--- config.mk ---
export PLATFORM = sky130hd
export DESIGN_NAME = four_channel_dma_service_step
export DESIGN_NICKNAME = d
export VERILOG_FILES = /design/src/fcds_pkg.sv /design/src/four_channel_dma_service_step.sv
export SDC_FILE = /design/constraint.sdc
export NUM_CORES = 1
export LEC_CHECK = 0
export BUFFER_PORTS_ARGS = -buffer_cell sky130_fd_sc_hd__buf_4
export CAP_MARGIN = 20
export CORE_MARGIN = 5
export CORE_UTILIZATION = 55
export CTS_CLUSTER_SIZE = 28
export DETAILED_ROUTE_END_ITERATION = 10
export GPL_ROUTABILITY_DRIVEN = 0
export PLACE_DENSITY = 0.74
export SKIP_CTS_REPAIR_TIMING = 1
export SLEW_MARGIN = 20
export SYNTH_ARGS = -nofsm -noshare
export SYNTH_HDL_FRONTEND = slang
export SYNTH_SLANG_ARGS = --single-unit
--- constraint.sdc ---
create_clock -name clock -period 5.15 [get_ports clock]
set_clock_uncertainty 0.2 [all_clocks]
set_input_delay 1.03 -clock clock [delete_from_list [all_inputs] [get_ports clock]]
set_output_delay 1.03 -clock clock [all_outputs]
set_load 0.01 [all_outputs]
--- src/fcds_pkg.sv ---
// Shared types and constants for the four-channel DMA service step.
`timescale 1ns / 1ps

package fcds_pkg;

   // Default sizing
   localparam int NumChannelsDefault = 4;
   localparam int AddressBitsDefault = 24;

   // Fixed field widths
   localparam int OpW      = 2;
   localparam int ChanW    = 2;
   localparam int AddrW    = 24;
   localparam int CountW   = 16;
   localparam int MaskW    = 4;
   localparam int KindW    = 2;
   localparam int ModeW    = 8;
   localparam int CsrIdxW  = 3;
   localparam int CsrDataW = 8;
   localparam int LowStepW = 16;

   // Operations
   localparam logic [OpW-1:0] OpTick       = 2'd0;
   localparam logic [OpW-1:0] OpLoad       = 2'd1;
   localparam logic [OpW-1:0] OpWriteMask  = 2'd2;
   localparam logic [OpW-1:0] OpClearStat  = 2'd3;

   // Register indexes
   localparam logic [CsrIdxW-1:0] CsrModeLast = 3'd3;
   localparam logic [CsrIdxW-1:0] CsrWrapLow  = 3'd4;
   localparam int NumModeRegs = 4;

   // Mode byte fields
   localparam logic [ModeW-1:0] ModeKindField = 8'h0c;
   localparam logic [ModeW-1:0] ModeKindP2M   = 8'h04;
   localparam logic [ModeW-1:0] ModeDirDown   = 8'h20;

   // Transfer kinds
   localparam logic [KindW-1:0] KindVerify = 2'd0;
   localparam logic [KindW-1:0] KindP2M    = 2'd1;
   localparam logic [KindW-1:0] KindM2P    = 2'd2;

   typedef struct packed {
      logic [OpW-1:0]    operation;
      logic [ChanW-1:0]  channel;
      logic [AddrW-1:0]  start_address;
      logic [CountW-1:0] transfer_count;
      logic [MaskW-1:0]  enable_mask;
      logic [MaskW-1:0]  hold_mask;
   } req_type;

   typedef struct packed {
      logic [ChanW-1:0] served_channel;
      logic [KindW-1:0] transfer_kind;
      logic [AddrW-1:0] memory_address;
      logic             terminal_count;
      logic [MaskW-1:0] status_bits;
      logic             last_transfer;
   } rsp_type;

endpackage

--- src/four_channel_dma_service_step.sv ---
// Top level: DMA channel state, sequencer serving one channel per unstalled cycle.
//
//  port group   dir   handshake                     payload
//  req_*        in    req_valid / req_ready         req_data   (fcds_pkg::req_type)
//  rsp_*        out   rsp_valid / rsp_ready         rsp_data   (fcds_pkg::rsp_type)
//  csr_*        in    csr_write_enable, no wait     csr_index, csr_write_data
//
// Load, mask-write and clear-status requests produce nothing.
// A tick services each pending channel (up to 4), one transfer each, through
// the single count/address step unit that visits the channels in order.
// A full output register that is not taken stalls the sequencer.
// Reset is synchronous and clears all channel state; no clearing pass is needed.
`timescale 1ns / 1ps

module four_channel_dma_service_step #(
   parameter int NUM_CHANNELS = fcds_pkg::NumChannelsDefault,
   parameter int ADDRESS_BITS = fcds_pkg::AddressBitsDefault
) (
   input  logic                              clock,
   input  logic                              reset,
   input  logic                              req_valid,
   output logic                              req_ready,
   input  fcds_pkg::req_type                 req_data,
   output logic                              rsp_valid,
   input  logic                              rsp_ready,
   output fcds_pkg::rsp_type                 rsp_data,
   input  logic                              csr_write_enable,
   input  logic [fcds_pkg::CsrIdxW-1:0]      csr_index,
   input  logic [fcds_pkg::CsrDataW-1:0]     csr_write_data
);
   import fcds_pkg::*;

   localparam int ChanIdxW = (NUM_CHANNELS > 1) ? $clog2(NUM_CHANNELS) : 1;

   localparam logic StIdle  = 1'b0;
   localparam logic StServe = 1'b1;

   logic state_ff, state_in;
   logic [NUM_CHANNELS-1:0] pend_ff, pend_in;
   logic [NUM_CHANNELS-1:0] working_ff, working_in;
   logic [NUM_CHANNELS-1:0] done_ff, done_in;
   logic [ADDRESS_BITS-1:0] addr_ff [NUM_CHANNELS];
   logic [ADDRESS_BITS-1:0] addr_in [NUM_CHANNELS];
   logic [CountW-1:0]       count_ff [NUM_CHANNELS];
   logic [CountW-1:0]       count_in [NUM_CHANNELS];
   logic [ModeW-1:0]        mode_ff [NUM_CHANNELS];
   logic [ModeW-1:0]        mode_in [NUM_CHANNELS];
   logic                    wrap_ff, wrap_in;
   logic                    rsp_valid_ff, rsp_valid_in;
   rsp_type                 rsp_data_ff, rsp_data_in;

   logic                    req_fire;
   logic                    emit;
   logic [ChanIdxW-1:0]     sel;
   logic [NUM_CHANNELS-1:0] sel_bit;
   logic [ADDRESS_BITS-1:0] cur_addr;
   logic [CountW-1:0]       cur_count;
   logic [ModeW-1:0]        cur_mode;
   logic                    step_down;
   logic [ADDRESS_BITS-1:0] step_full;
   logic [LowStepW-1:0]     step_low;
   logic [ADDRESS_BITS-1:0] next_addr;
   logic                    tc;
   logic [KindW-1:0]        kind;

   assign req_ready = (state_ff == StIdle);
   assign req_fire  = req_valid && req_ready;
   assign emit      = (state_ff == StServe) && (!rsp_valid_ff || rsp_ready);
   assign rsp_valid = rsp_valid_ff;
   assign rsp_data  = rsp_data_ff;

   // lowest pending channel goes next
   always_comb begin
      sel = '0;
      for (int i = NUM_CHANNELS - 1; i >= 0; i--) begin
         if (pend_ff[i]) begin
            sel = ChanIdxW'(i);
         end
      end
   end

   assign sel_bit   = NUM_CHANNELS'(1) << sel;
   assign cur_addr  = addr_ff[sel];
   assign cur_count = count_ff[sel];
   assign cur_mode  = mode_ff[sel];
   assign step_down = (cur_mode & ModeDirDown) != '0;
   assign tc        = (cur_count == '0);

   // shared step unit: full-width or low-16 address step
   assign step_full = step_down ? cur_addr - ADDRESS_BITS'(1) : cur_addr + ADDRESS_BITS'(1);
   assign step_low  = step_down ? LowStepW'(cur_addr) - LowStepW'(1)
                                : LowStepW'(cur_addr) + LowStepW'(1);
   assign next_addr = wrap_ff ? ((cur_addr & ~ADDRESS_BITS'(17'h0ffff)) | ADDRESS_BITS'(step_low))
                              : step_full;

   always_comb begin
      if ((cur_mode & ModeKindField) == '0) begin
         kind = KindVerify;
      end else if ((cur_mode & ModeKindField) == ModeKindP2M) begin
         kind = KindP2M;
      end else begin
         kind = KindM2P;
      end
   end

   always_comb begin
      state_in     = state_ff;
      pend_in      = pend_ff;
      working_in   = working_ff;
      done_in      = done_ff;
      addr_in      = addr_ff;
      count_in     = count_ff;
      mode_in      = mode_ff;
      wrap_in      = wrap_ff;
      rsp_data_in  = rsp_data_ff;
      rsp_valid_in = rsp_valid_ff && !rsp_ready;

      if (csr_write_enable) begin
         if (csr_index <= CsrModeLast) begin
            if (int'(csr_index) < NUM_CHANNELS && int'(csr_index) < NumModeRegs) begin
               mode_in[ChanIdxW'(csr_index)] = csr_write_data;
            end
         end else if (csr_index == CsrWrapLow) begin
            wrap_in = csr_write_data[0];
         end
      end

      if (req_fire) begin
         case (req_data.operation)
            OpTick: begin
               pend_in = working_ff & ~NUM_CHANNELS'(req_data.hold_mask);
               if (pend_in != '0) begin
                  state_in = StServe;
               end
            end
            OpLoad: begin
               if (int'(req_data.channel) < NUM_CHANNELS) begin
                  addr_in[ChanIdxW'(req_data.channel)]  = ADDRESS_BITS'(req_data.start_address);
                  count_in[ChanIdxW'(req_data.channel)] = req_data.transfer_count;
               end
            end
            OpWriteMask: begin
               working_in = NUM_CHANNELS'(req_data.enable_mask);
            end
            OpClearStat: begin
               done_in = '0;
            end
            default: begin
            end
         endcase
      end

      if (emit) begin
         if (tc) begin
            done_in    = done_ff | sel_bit;
            working_in = working_ff & ~sel_bit;
         end
         count_in[sel] = cur_count - CountW'(1);
         addr_in[sel]  = next_addr;
         pend_in       = pend_ff & ~sel_bit;
         if (pend_in == '0) begin
            state_in = StIdle;
         end
         rsp_valid_in               = 1'b1;
         rsp_data_in.served_channel = ChanW'(sel);
         rsp_data_in.transfer_kind  = kind;
         rsp_data_in.memory_address = AddrW'(cur_addr);
         rsp_data_in.terminal_count = tc;
         rsp_data_in.status_bits    = MaskW'(done_in);
         rsp_data_in.last_transfer  = (pend_in == '0);
      end
   end

   always_ff @(posedge clock) begin
      if (reset) begin
         state_ff     <= StIdle;
         pend_ff      <= '0;
         working_ff   <= '0;
         done_ff      <= '0;
         wrap_ff      <= 1'b0;
         rsp_valid_ff <= 1'b0;
         for (int i = 0; i < NUM_CHANNELS; i++) begin
            addr_ff[i]  <= '0;
            count_ff[i] <= '0;
            mode_ff[i]  <= '0;
         end
      end else begin
         state_ff     <= state_in;
         pend_ff      <= pend_in;
         working_ff   <= working_in;
         done_ff      <= done_in;
         wrap_ff      <= wrap_in;
         rsp_valid_ff <= rsp_valid_in;
         addr_ff      <= addr_in;
         count_ff     <= count_in;
         mode_ff      <= mode_in;
      end
   end

   always_ff @(posedge clock) begin
      rsp_data_ff <= rsp_data_in;
   end

endmodule

# Word-level counts from Yosys, hierarchy flattened
# Cells that the tools add are included.
# totals
register_bits	241
latchBits	0
ramBits	0
mem_bits_ro	0
in_bits	68
output_inout_bits	36
wordCells	129
mem_count	0
# op_classes
n_addsub	5
multipliers	0
n_div	0
n_lt_le_gt_ge	8
eq_ne	5
shifts	1
muxes	55
bitwise_logic	12
n_reduce_logical	19
# ops
operator	count
$mux W96	3
$bwmux W96	2
$mux W64	3
$mux W24	6
$bwmux W64	2
$demux W24 S2	2
$mux W16	5
$demux W16 S2	2
$bmux W24 S2	1
$mux W4	11
$bmux W16 S2	1
$bwmux W32	1
$sub A16 B1 Y16 const B	2
$add A24 B1 Y24 const B	1
$or A24 B16 Y24	1
$sub A24 B1 Y24 const B	1
$add A16 B1 Y16 const B	1
$bmux W8 S2	1
$demux W8 S2	1
$logic_not A16 Y1	1
$and A4 B4 Y4	3
$mux W6	2
$mux W2	5
$ge A3 B3 Y1 const B	3
23 further kinds	44

# Longest topological paths before layout
# Gate-level depths: netlist (run 1).
# logic_depth
word_depth	14
ltp_mapped	21
mapped_depth_nobuf	15

# Worst setup path after synthesis (run 1)
# OpenSTA, ideal clock, no wires.
# synth_timing
path_kind	register -> register
start	reg pend_ff[3]
end	reg addr_ff[93] (netlist name)
setup_ns	0.137
t_arrival_ns	4.252
required_time_ns	4.813
slack_ns	0.560
path_stages_with_launch	21
path_buffers	6
synth_period_minus_slack_ns	4.590
path_cell_list	dfxtp_1 buf_4 nor3_2 or2_1 buf_4 clkbuf_1 clkbuf_1 buf_1 a222oi_1 nand2_1 ha_1 clkbuf_1 a21o_1 a21o_1 a21o_1 o211a_1 o41ai_1 o22ai_1 a31oi_1 nor3b_2 a211oi_1
# synth_between
elab_chain_cells	13
word_cells_on_any_way	23
cone_classes	2 x add/sub; 2 x order compare; 16 x mux; 2 x bitwise; 1 x reduce/logical
# synth_lines
element	line_no	source
from (decl)	four_channel_dma_service_step.sv:39	logic [NUM_CHANNELS-1:0] pend_ff, pend_in;
from (signal assigned)	four_channel_dma_service_step.sv:189	pend_ff <= pend_in;
$mux W2 (*) (4 in series)	four_channel_dma_service_step.sv:76	if (pend_ff[i]) begin
$not A2 Y3 (not written as such) (*)	four_channel_dma_service_step.sv:83	assign cur_addr = addr_ff[sel];
$bmux W24 S2 (*)	four_channel_dma_service_step.sv:83	
$mux W24 (not written as such) (*) (2 in series)	four_channel_dma_service_step.sv:83	
via cur_addr[14]	four_channel_dma_service_step.sv:56	logic [ADDRESS_BITS-1:0] cur_addr;
$add A24 B1 Y24 or $sub A24 B1 Y24 (tied branches)	four_channel_dma_service_step.sv:90	assign step_full = step_down ? cur_addr - ADDRESS_BITS'(1) : cur_addr + ADDRESS_BITS'(1);
$mux W24 (*)	four_channel_dma_service_step.sv:90	
$mux W24 (*)	four_channel_dma_service_step.sv:93	assign next_addr = wrap_ff ? ((cur_addr & ~ADDRESS_BITS'(17'h0ffff)) | ADDRESS_BITS'(step_low))
$bwmux W96 (*)	four_channel_dma_service_step.sv:159	addr_in[sel] = next_addr;
$mux W96 (*)	four_channel_dma_service_step.sv:153	if (emit) begin
to (signal assigned)	four_channel_dma_service_step.sv:194	addr_ff <= addr_in;
to (decl)	four_channel_dma_service_step.sv:42	logic [ADDRESS_BITS-1:0] addr_ff [NUM_CHANNELS];
# The timed path passes the listed nets; every way through them passes the cells marked *. The select of a mux whose other input is x is not followed.
# A chain may end at the register's enable or synchronous reset.

# Final worst setup path (run 1)
# layout_timing
start	reg pend_ff[1]
end	reg addr_ff[21] (netlist name)
# layout_between
elab_chain_cells	11
word_cells_on_any_way	21
cone_classes	2 x add/sub; 2 x order compare; 14 x mux; 2 x bitwise; 1 x reduce/logical
# layout_lines
element	line_no
$mux W2 (*) (2 in series)	four_channel_dma_service_step.sv:76
$not A2 Y3 (not written as such) (*)	four_channel_dma_service_step.sv:83, four_channel_dma_service_step.sv:85, four_channel_dma_service_step.sv:159
$bmux W24 S2	four_channel_dma_service_step.sv:83
$mux W24 (not written as such) (2 in series)	four_channel_dma_service_step.sv:83
$add A24 B1 Y24 or $sub A24 B1 Y24 (tied branches)	four_channel_dma_service_step.sv:90
$mux W24	four_channel_dma_service_step.sv:90
$mux W24	four_channel_dma_service_step.sv:93
$bwmux W96 (*)	four_channel_dma_service_step.sv:159
$mux W96 (*)	four_channel_dma_service_step.sv:153
# Every way passes the cells marked *; elsewhere a longest branch is shown, timed or not. The select of a mux whose other input is x is not followed.

==> flow_metrics.py, run 1 <==
metrics = {
    "run_status": {
        "status": "complete, no violations",
    },
    "global_route": {
        "overflow": 0,
        "gr-max-usage-layer": "met2",
        "grt_util_all_layers": 0.281,
        "grtUsageMet2": 0.454,
        "grt_max_degree": 137,
        "antenna_found_initial": 0,
        "grt_use_met3": 0.0490,
        "grt_pass1_vias": 11000,
        "met1_usage": 0.377,
        "grt_pass1_wl_mm": 59.2,
    },
    "worst_setup_path": {
        "r2r_cells": 14,
        "crit_required_ns": 5.31,
        "r2r_end": "addr_ff[21]$_SDFF_PP0_",
        "crit_path_start_kind": "register",
        "r2r_slack_ns": 0.32,
        "path_class": "register to register",
        "r2r-start": "pend_ff[1]$_SDFFE_PP0P_",
        "arrival_ns": 4.99,
        "cp_max_fo": 10,
        "crit_path_end_kind": "register",
    },
    "worst_hold_path": {
        "worstHoldStart": "working_ff[1]$_SDFF_PP0_",
        "hold_depth": 2,
        "hold_path.class": "register to register",
        "min_to": "working_ff[1]$_SDFF_PP0_",
    },
    "sta": {
        "rsz0062_at_grt": "no",
        "max_slew_margin": 0.259,
        "finalSetupViolCount": 0,
        "worst_pin_slew_ns": 1.11,
        "min_period_ns": 4.83,
        "post-route-period-util": 0.938,
        "tns_ns": 0,
        "fmax_ghz": 0.207,
        "hold_viol": 0,
        "drv_slew": 0,
    },
    "floorplanning": {
        "core_area_um2": 22400,
        "die_h_um": 160,
        "start_util": 0.554,
        "io_pins": 104,
        "core.rowCount": 55,
        "die_w_um": 160,
        "dieArea_um2": 25700,
    },
    "clock_tree": {
        "clk_pin_slew_ns": 0.06,
        "cts_buffers": 24,
        "h-tree-depth": 1,
        "cts_sinks": 221,
        "cts_buffer_depth": 3,
        "cts_tree": "yes",
        "clkLatencyLatePin_ns": 0.52,
        "cts-root-buf": "clkbuf_16",
    },
    "final_layout": {
        "multiInputGateArea_um2": 7170,
        "final-seq-area_um2": 4760,
        "antenna-diode-count": 0,
        "fin_nets": 1569,
        "postLayoutCoreUtil": 0.639,
        "syn_to_final_growth_pct": 15.3,
        "layout-drive-gt1-share": 0.174,
        "fill_cells": 1873,
    },
    "synth": {
        "ys_seq_elements": 221,
        "synth_edf_count": 34,
        "synthesis.area_um2": 12400,
        "syn_inst": 1418,
        "synth.yosys.warnings": 0,
        "yosysUniqueCellTypes": 80,
        "synth_most_common_cell": "nor2_1",
        "yosysSeqAreaShare": 0.383,
        "synth_top_cell_by_area": "dfxtp_1",
        "yosys-top-cells-area": "dfxtp_1, a211oi_1, mux2i_1",
        "yosysTopAreaCellShare": 0.301,
        "ys.flop_type": "dfxtp_1",
        "synth-async-reset-ratio": 0,
        "synth_common_cells": "nor2_1, dfxtp_1, a211oi_1, mux2i_1, nand2_1",
        "synth_area_per_cell_um2": 8.76,
        "syn_nets": 1504,
    },
    "detailed_routing": {
        "drtIter0Drc": 940,
        "drtAntennaViolNets": 0,
        "viasPerCell": 6.39,
        "avgRoutedWirePerCell_um": 21.2,
        "vias": 11400,
        "drc": 0,
        "drt_pass1_iterations": 6,
        "routed_wl_mm": 37.8,
    },
    "pwr": {
        "ir_drop_uv": 156,
        "p_per_area_nw_per_um2": 287,
        "p_leak_nw": 6.00,
    },
    "place": {
        "hpwl_mm": 24.8,
        "numPortBuffers": 99,
    },
    "job": {
        "drv_cap": 0,
    },
}
[worst max-delay path, stage by stage (launching register included)]
cell and delay (ns):
dfxtp_1 0.55, nor3_2 0.13, o21ai_1 0.49, nand2_1 0.51, ha_1 0.59, o21a_1 0.18
o21ai_0 0.08, a2111o_1 0.39, nand3_1 0.14, nand3_1 0.09, a21o_1 0.23, a211o_1 0.33
a31oi_1 0.15, nor3b_2 0.45, a21oi_1 0.15
[logic make-up (layout without fill, tap and decap cells)]
| family | count (synthesis) | in the layout | share of synthesized area |
|---|---|---|---|
| AOI/OAI and AO/OA | 396 | 396 | 0.233 |
| xor gates and xnor gates | 31 | 31 | 0.0219 |
| adders and majority gates | 20 | 20 | 0.0203 |
| buffers and inverters | 132 | 213 | 0.0418 |
| DFF | 221 | 221 | 0.383 |
| muxes | 152 | 152 | 0.127 |
| and+or+nand+nor | 466 | 466 | 0.173 |
[flip-flops by register name (all words and copies together), names as in the netlist]
name and cells:
addr_ff 96, count_ff 64, rsp_data 34, mode_ff 12, done_ff 4, pend_ff 4
working_ff 4, rsp_valid 1, state_ff 1, wrap_ff 1
[power breakdown]
part           total (mW)  internal (mW)  switching [mW]
registers            1.80           1.78          0.0163
logic               0.547          0.199           0.349
clock network        1.76           1.04           0.723
total                4.11           3.02            1.09
[through the flow]
stage / power, mW / instance area [µm²] / cells / worst slack [ns] / hold WS, ns
after floorplan: 2.18 / 12400 / 1418 / 0.560 / 0.250
after CTS: 4.11 / 14300 / 1783 / 0.510 / 0.277
after detailed placement: 2.37 / 13500 / 1741 / 0.515 / 0.267
after global placement: 2.36 / 13500 / 1741 / 0.613 / 0.265
after global routing: 4.24 / 14300 / 1784 / 0.0548 / 0.310
final: 4.11 / 14300 / 1784 / 0.320 / 0.274
[layer usage]
metal | part of all wire | wire length, µm
met5 | 0 | 0
met3 | 0.083 | 3130
met2 | 0.45 | 17100
met1 | 0.43 | 16100
met4 | 0.039 | 1490
[area by class of cell]
type / instances / share of cell area
Inverter: 25 / 0.00655
Sequential cell: 221 / 0.332
Clock buffer: 36 / 0.0516
Timing Repair Buffer: 146 / 0.0799
Multi-Input combinational cell: 1065 / 0.500
Tap cell: 285 / 0.0249
Clock inverter: 6 / 0.00410
[how the worst max path moves through the flow]
stage	from	to	slack [ns]	cells after the start
2_1_floorplan	pend_ff[3]$_SDFFE_PP0P_	addr_ff[93]$_SDFF_PP0_	0.56	20
4_1_cts	pend_ff[1]$_SDFFE_PP0P_	addr_ff[21]$_SDFF_PP0_	0.51	14
6_report	pend_ff[1]$_SDFFE_PP0P_	addr_ff[21]$_SDFF_PP0_	0.32	14
5_1_grt	pend_ff[0]$_SDFFE_PP0P_	addr_ff[21]$_SDFF_PP0_	0.05	15
3_3_place_gp	pend_ff[0]$_SDFFE_PP0P_	addr_ff[93]$_SDFF_PP0_	0.61	15
3_5_place_dp	pend_ff[1]$_SDFFE_PP0P_	addr_ff[21]$_SDFF_PP0_	0.51	14
[layout by cell type, fill, tap and decap left out, types with 7 or more instances in the layout]
cell,synthesis,final
a211oi_1,150,150
a21o_1,36,36
a21oi_1,68,68
a221o_1,7,7
a222oi_1,9,9
a311oi_1,10,10
a31oi_1,9,9
and2_1,7,7
buf_4,4,142
clkbuf_16,0,27
dfxtp_1,187,187
edfxtp_1,34,34
ha_1,17,17
inv_1,20,20
mux2_2,42,42
mux2i_1,110,110
nand2_1,101,99
nand2b_1,12,12
nand3_1,37,36
nand3b_1,12,12
nor2_1,195,191
nor2b_1,37,37
nor3_1,26,25
nor4_1,8,8
o21ai_0,22,22
o22ai_1,13,13
xnor2_1,21,21
xor2_1,10,10
No activity file was read; power rests on OpenSTA's default activity.
==> run 2: changes to the inputs <==
--- a/config.mk
+++ b/config.mk
@@ -5,6 +5,7 @@
 export SDC_FILE = /design/constraint.sdc
 export NUM_CORES = 1
 export LEC_CHECK = 0
+export ABC_AREA = 1
 export BUFFER_PORTS_ARGS = -buffer_cell sky130_fd_sc_hd__buf_4
 export CAP_MARGIN = 20
 export CORE_MARGIN = 5
==> flow_metrics.py, run 2 <==
metrics = {
    "synth": {
        "ys_seq_elements": 221,
        "yosysTopAreaCellShare": 0.287,
        "synth_top_family_by_area": "simple AND/OR/NAND/NOR gates",
        "syn_inst": 2012,
        "synth-xor-area-share": 0.0168,
        "synthMuxAreaShare": 0.00843,
        "synthesis.area_um2": 13100,
        "syn_nets": 2098,
        "synth_area_per_cell_um2": 6.49,
        "synth_top_cell_by_area": "dfxtp_1",
        "yosysUniqueCellTypes": 50,
        "synth-simple-area-share": 0.275,
        "yosysSeqAreaShare": 0.365,
        "synth_most_common_cell": "nand2_1",
        "synth-async-reset-ratio": 0,
        "synth_common_cells": "nand2_1, inv_1, nand3_1, dfxtp_1, a21oi_1",
        "yosys-top-cells-area": "dfxtp_1, nand2_1, inv_1",
        "synthAdderAreaFrac": 0.0178,
        "synth_compound_area_frac": 0.186,
        "synth.yosys.warnings": 0,
        "synth_edf_count": 34,
        "ys.flop_type": "dfxtp_1",
    },
    "worst_setup_path": {
        "r2r_slack_ns": 0.59,
        "arrival_ns": 4.80,
        "crit_path_end_kind": "register",
        "crit_required_ns": 5.39,
        "r2r-start": "pend_ff[2]$_SDFFE_PP0P_",
        "path_class": "register to register",
        "r2r_cells": 15,
        "r2r_end": "addr_ff[35]$_SDFF_PP0_",
        "critical_path.endpoint": "addr_ff[35]$_SDFF_PP0_",
        "crit_path_start_kind": "register",
        "cp_max_fo": 14,
        "crit_start": "pend_ff[2]$_SDFFE_PP0P_",
    },
    "final_layout": {
        "final_cell_mix": "nand2_1, inv_1, nand3_1",
        "fin_nets": 2151,
        "antenna-diode-count": 0,
        "syn_to_final_growth_pct": 14.0,
        "design_area_um2": 14900,
        "largest_register_ffs": 96,
        "final_common_cell": "nand2_1",
        "layout-drive-gt1-share": 0.0921,
        "largest_register": "addr_ff",
        "fill_cells": 2226,
    },
    "detailed_routing": {
        "drtIter0Drc": 1674,
        "vias": 13900,
        "avgRoutedWirePerCell_um": 17.7,
        "drtAntennaViolNets": 0,
        "viasPerCell": 5.77,
        "drt_pass1_iterations": 6,
        "drc": 0,
        "routed_wl_mm": 42.5,
    },
    "clock_tree": {
        "cts-root-buf": "clkbuf_16",
        "cts_buffers": 25,
        "cts_sinks": 221,
        "cts_buffer_depth": 3,
        "h-tree-depth": 1,
        "clkLatencyLatePin_ns": 0.54,
        "cts_tree": "yes",
        "clk_pin_slew_ns": 0.06,
    },
    "global_route": {
        "grt_max_degree": 104,
        "overflow": 0,
        "grt_use_met3": 0.0497,
        "grtUsageMet2": 0.499,
        "grt_pass1_wl_mm": 66.7,
        "antenna_found_initial": 0,
        "met1_usage": 0.418,
        "grt_util_all_layers": 0.308,
        "gr-max-usage-layer": "met2",
        "grt_pass1_vias": 12600,
    },
    "pwr": {
        "p_leak_nw": 7.50,
        "p_per_area_nw_per_um2": 285,
        "power_mw": 4.24,
        "ir_drop_uv": 286,
    },
    "floorplanning": {
        "die_w_um": 164,
        "core.rowCount": 56,
        "io_pins": 104,
        "die_h_um": 164,
        "core_area_um2": 23400,
        "start_util": 0.558,
        "dieArea_um2": 26900,
    },
    "sta": {
        "fmax_ghz": 0.219,
        "min_period_ns": 4.56,
        "drv_slew": 0,
        "finalSetupViolCount": 0,
        "post-route-period-util": 0.885,
        "worst_pin_slew_ns": 1.04,
        "rsz0062_at_grt": "no",
        "layout_setup_ws_ns": 0.593,
        "max_slew_margin": 0.307,
        "tns_ns": 0,
        "hold_viol": 0,
    },
    "worst_hold_path": {
        "hold_path.class": "register to register",
    },
    "run_status": {
        "status": "complete, no violations",
    },
    "place": {
        "hpwl_mm": 26.7,
        "placed_area_um2": 14100,
        "pre_cts_ws_ns": 0.726,
        "numPortBuffers": 99,
    },
    "job": {
        "drv_cap": 0,
    },
}
==> run 2: worst min-delay path by stage <==
stage	startpoint	endpoint	slack [ns]	cells past startpoint
after floorplan	mode_ff[27]$_SDFFE_PP0P_	mode_ff[27]$_SDFFE_PP0P_	0.22	2
after global placement	mode_ff[27]$_SDFFE_PP0P_	mode_ff[27]$_SDFFE_PP0P_	0.24	2
after detailed placement	mode_ff[27]$_SDFFE_PP0P_	mode_ff[27]$_SDFFE_PP0P_	0.24	2
after CTS	mode_ff[27]$_SDFFE_PP0P_	mode_ff[27]$_SDFFE_PP0P_	0.25	2
after global routing	mode_ff[10]$_SDFFE_PP0P_	mode_ff[10]$_SDFFE_PP0P_	0.29	2
final	mode_ff[27]$_SDFFE_PP0P_	mode_ff[27]$_SDFFE_PP0P_	0.25	2
==> run 2: final cells by class <==
cell class                      instances  area, µm²  share of cell area
Clock inverter                          5       53.8             0.00361
Timing Repair Buffer                  130        988              0.0664
Tap cell                              319        399              0.0268
Sequential cell                       221       4760               0.320
Clock buffer                           41        766              0.0515
Inverter                              347       1300              0.0876
Multi-Input combinational cell       1340       6610               0.444
==> run 2: power by group <==
group / leakage, nW / internal (mW) / switching [mW]
registers: 1.82 / 1.80 / 0.0173
clock network: 0.405 / 1.06 / 0.757
logic: 5.27 / 0.188 / 0.424
total: 7.50 / 3.04 / 1.20
==> run 2: logic make-up after synthesis <==
group | after synthesis
flip-flops | 221
adder cells (fa/ha/maj) | 18
AND/OR/NAND/NOR | 855
multiplexers | 11
AO/OA/AOI/OAI | 431
buffers and inverters | 451
XOR/XNOR | 25
==> run 2: critical path: stages (launching register included) <==
cell	delay [ns]
dfxtp_1	0.78
nor2_2	0.11
nand2_1	0.52
clkinv_1	0.63
nand2_1	0.18
o2111ai_1	0.19
ha_1	0.40
a21oi_1	0.16
inv_1	0.07
a21oi_1	0.17
o21ai_0	0.13
a21oi_1	0.22
xor2_1	0.45
nand2_1	0.10
nand3_1	0.10
inv_1	0.05
==> run 2: through the flow <==
step                      hold slack [ns]  instances   util
final                               0.252       2403  0.636
after global routing                0.287       2403  0.636
after CTS                           0.250       2403  0.636
after detailed placement            0.241       2357  0.601
after global placement              0.237       2357  0.601
after floorplan                     0.225       2012      -
==> run 2: metal layers <==
metal  vias up  wire length, µm
met3       120             4650
met2       766            19200
met5         -                0
li1       6623                -
met1      6367            17400
met4         0             1360
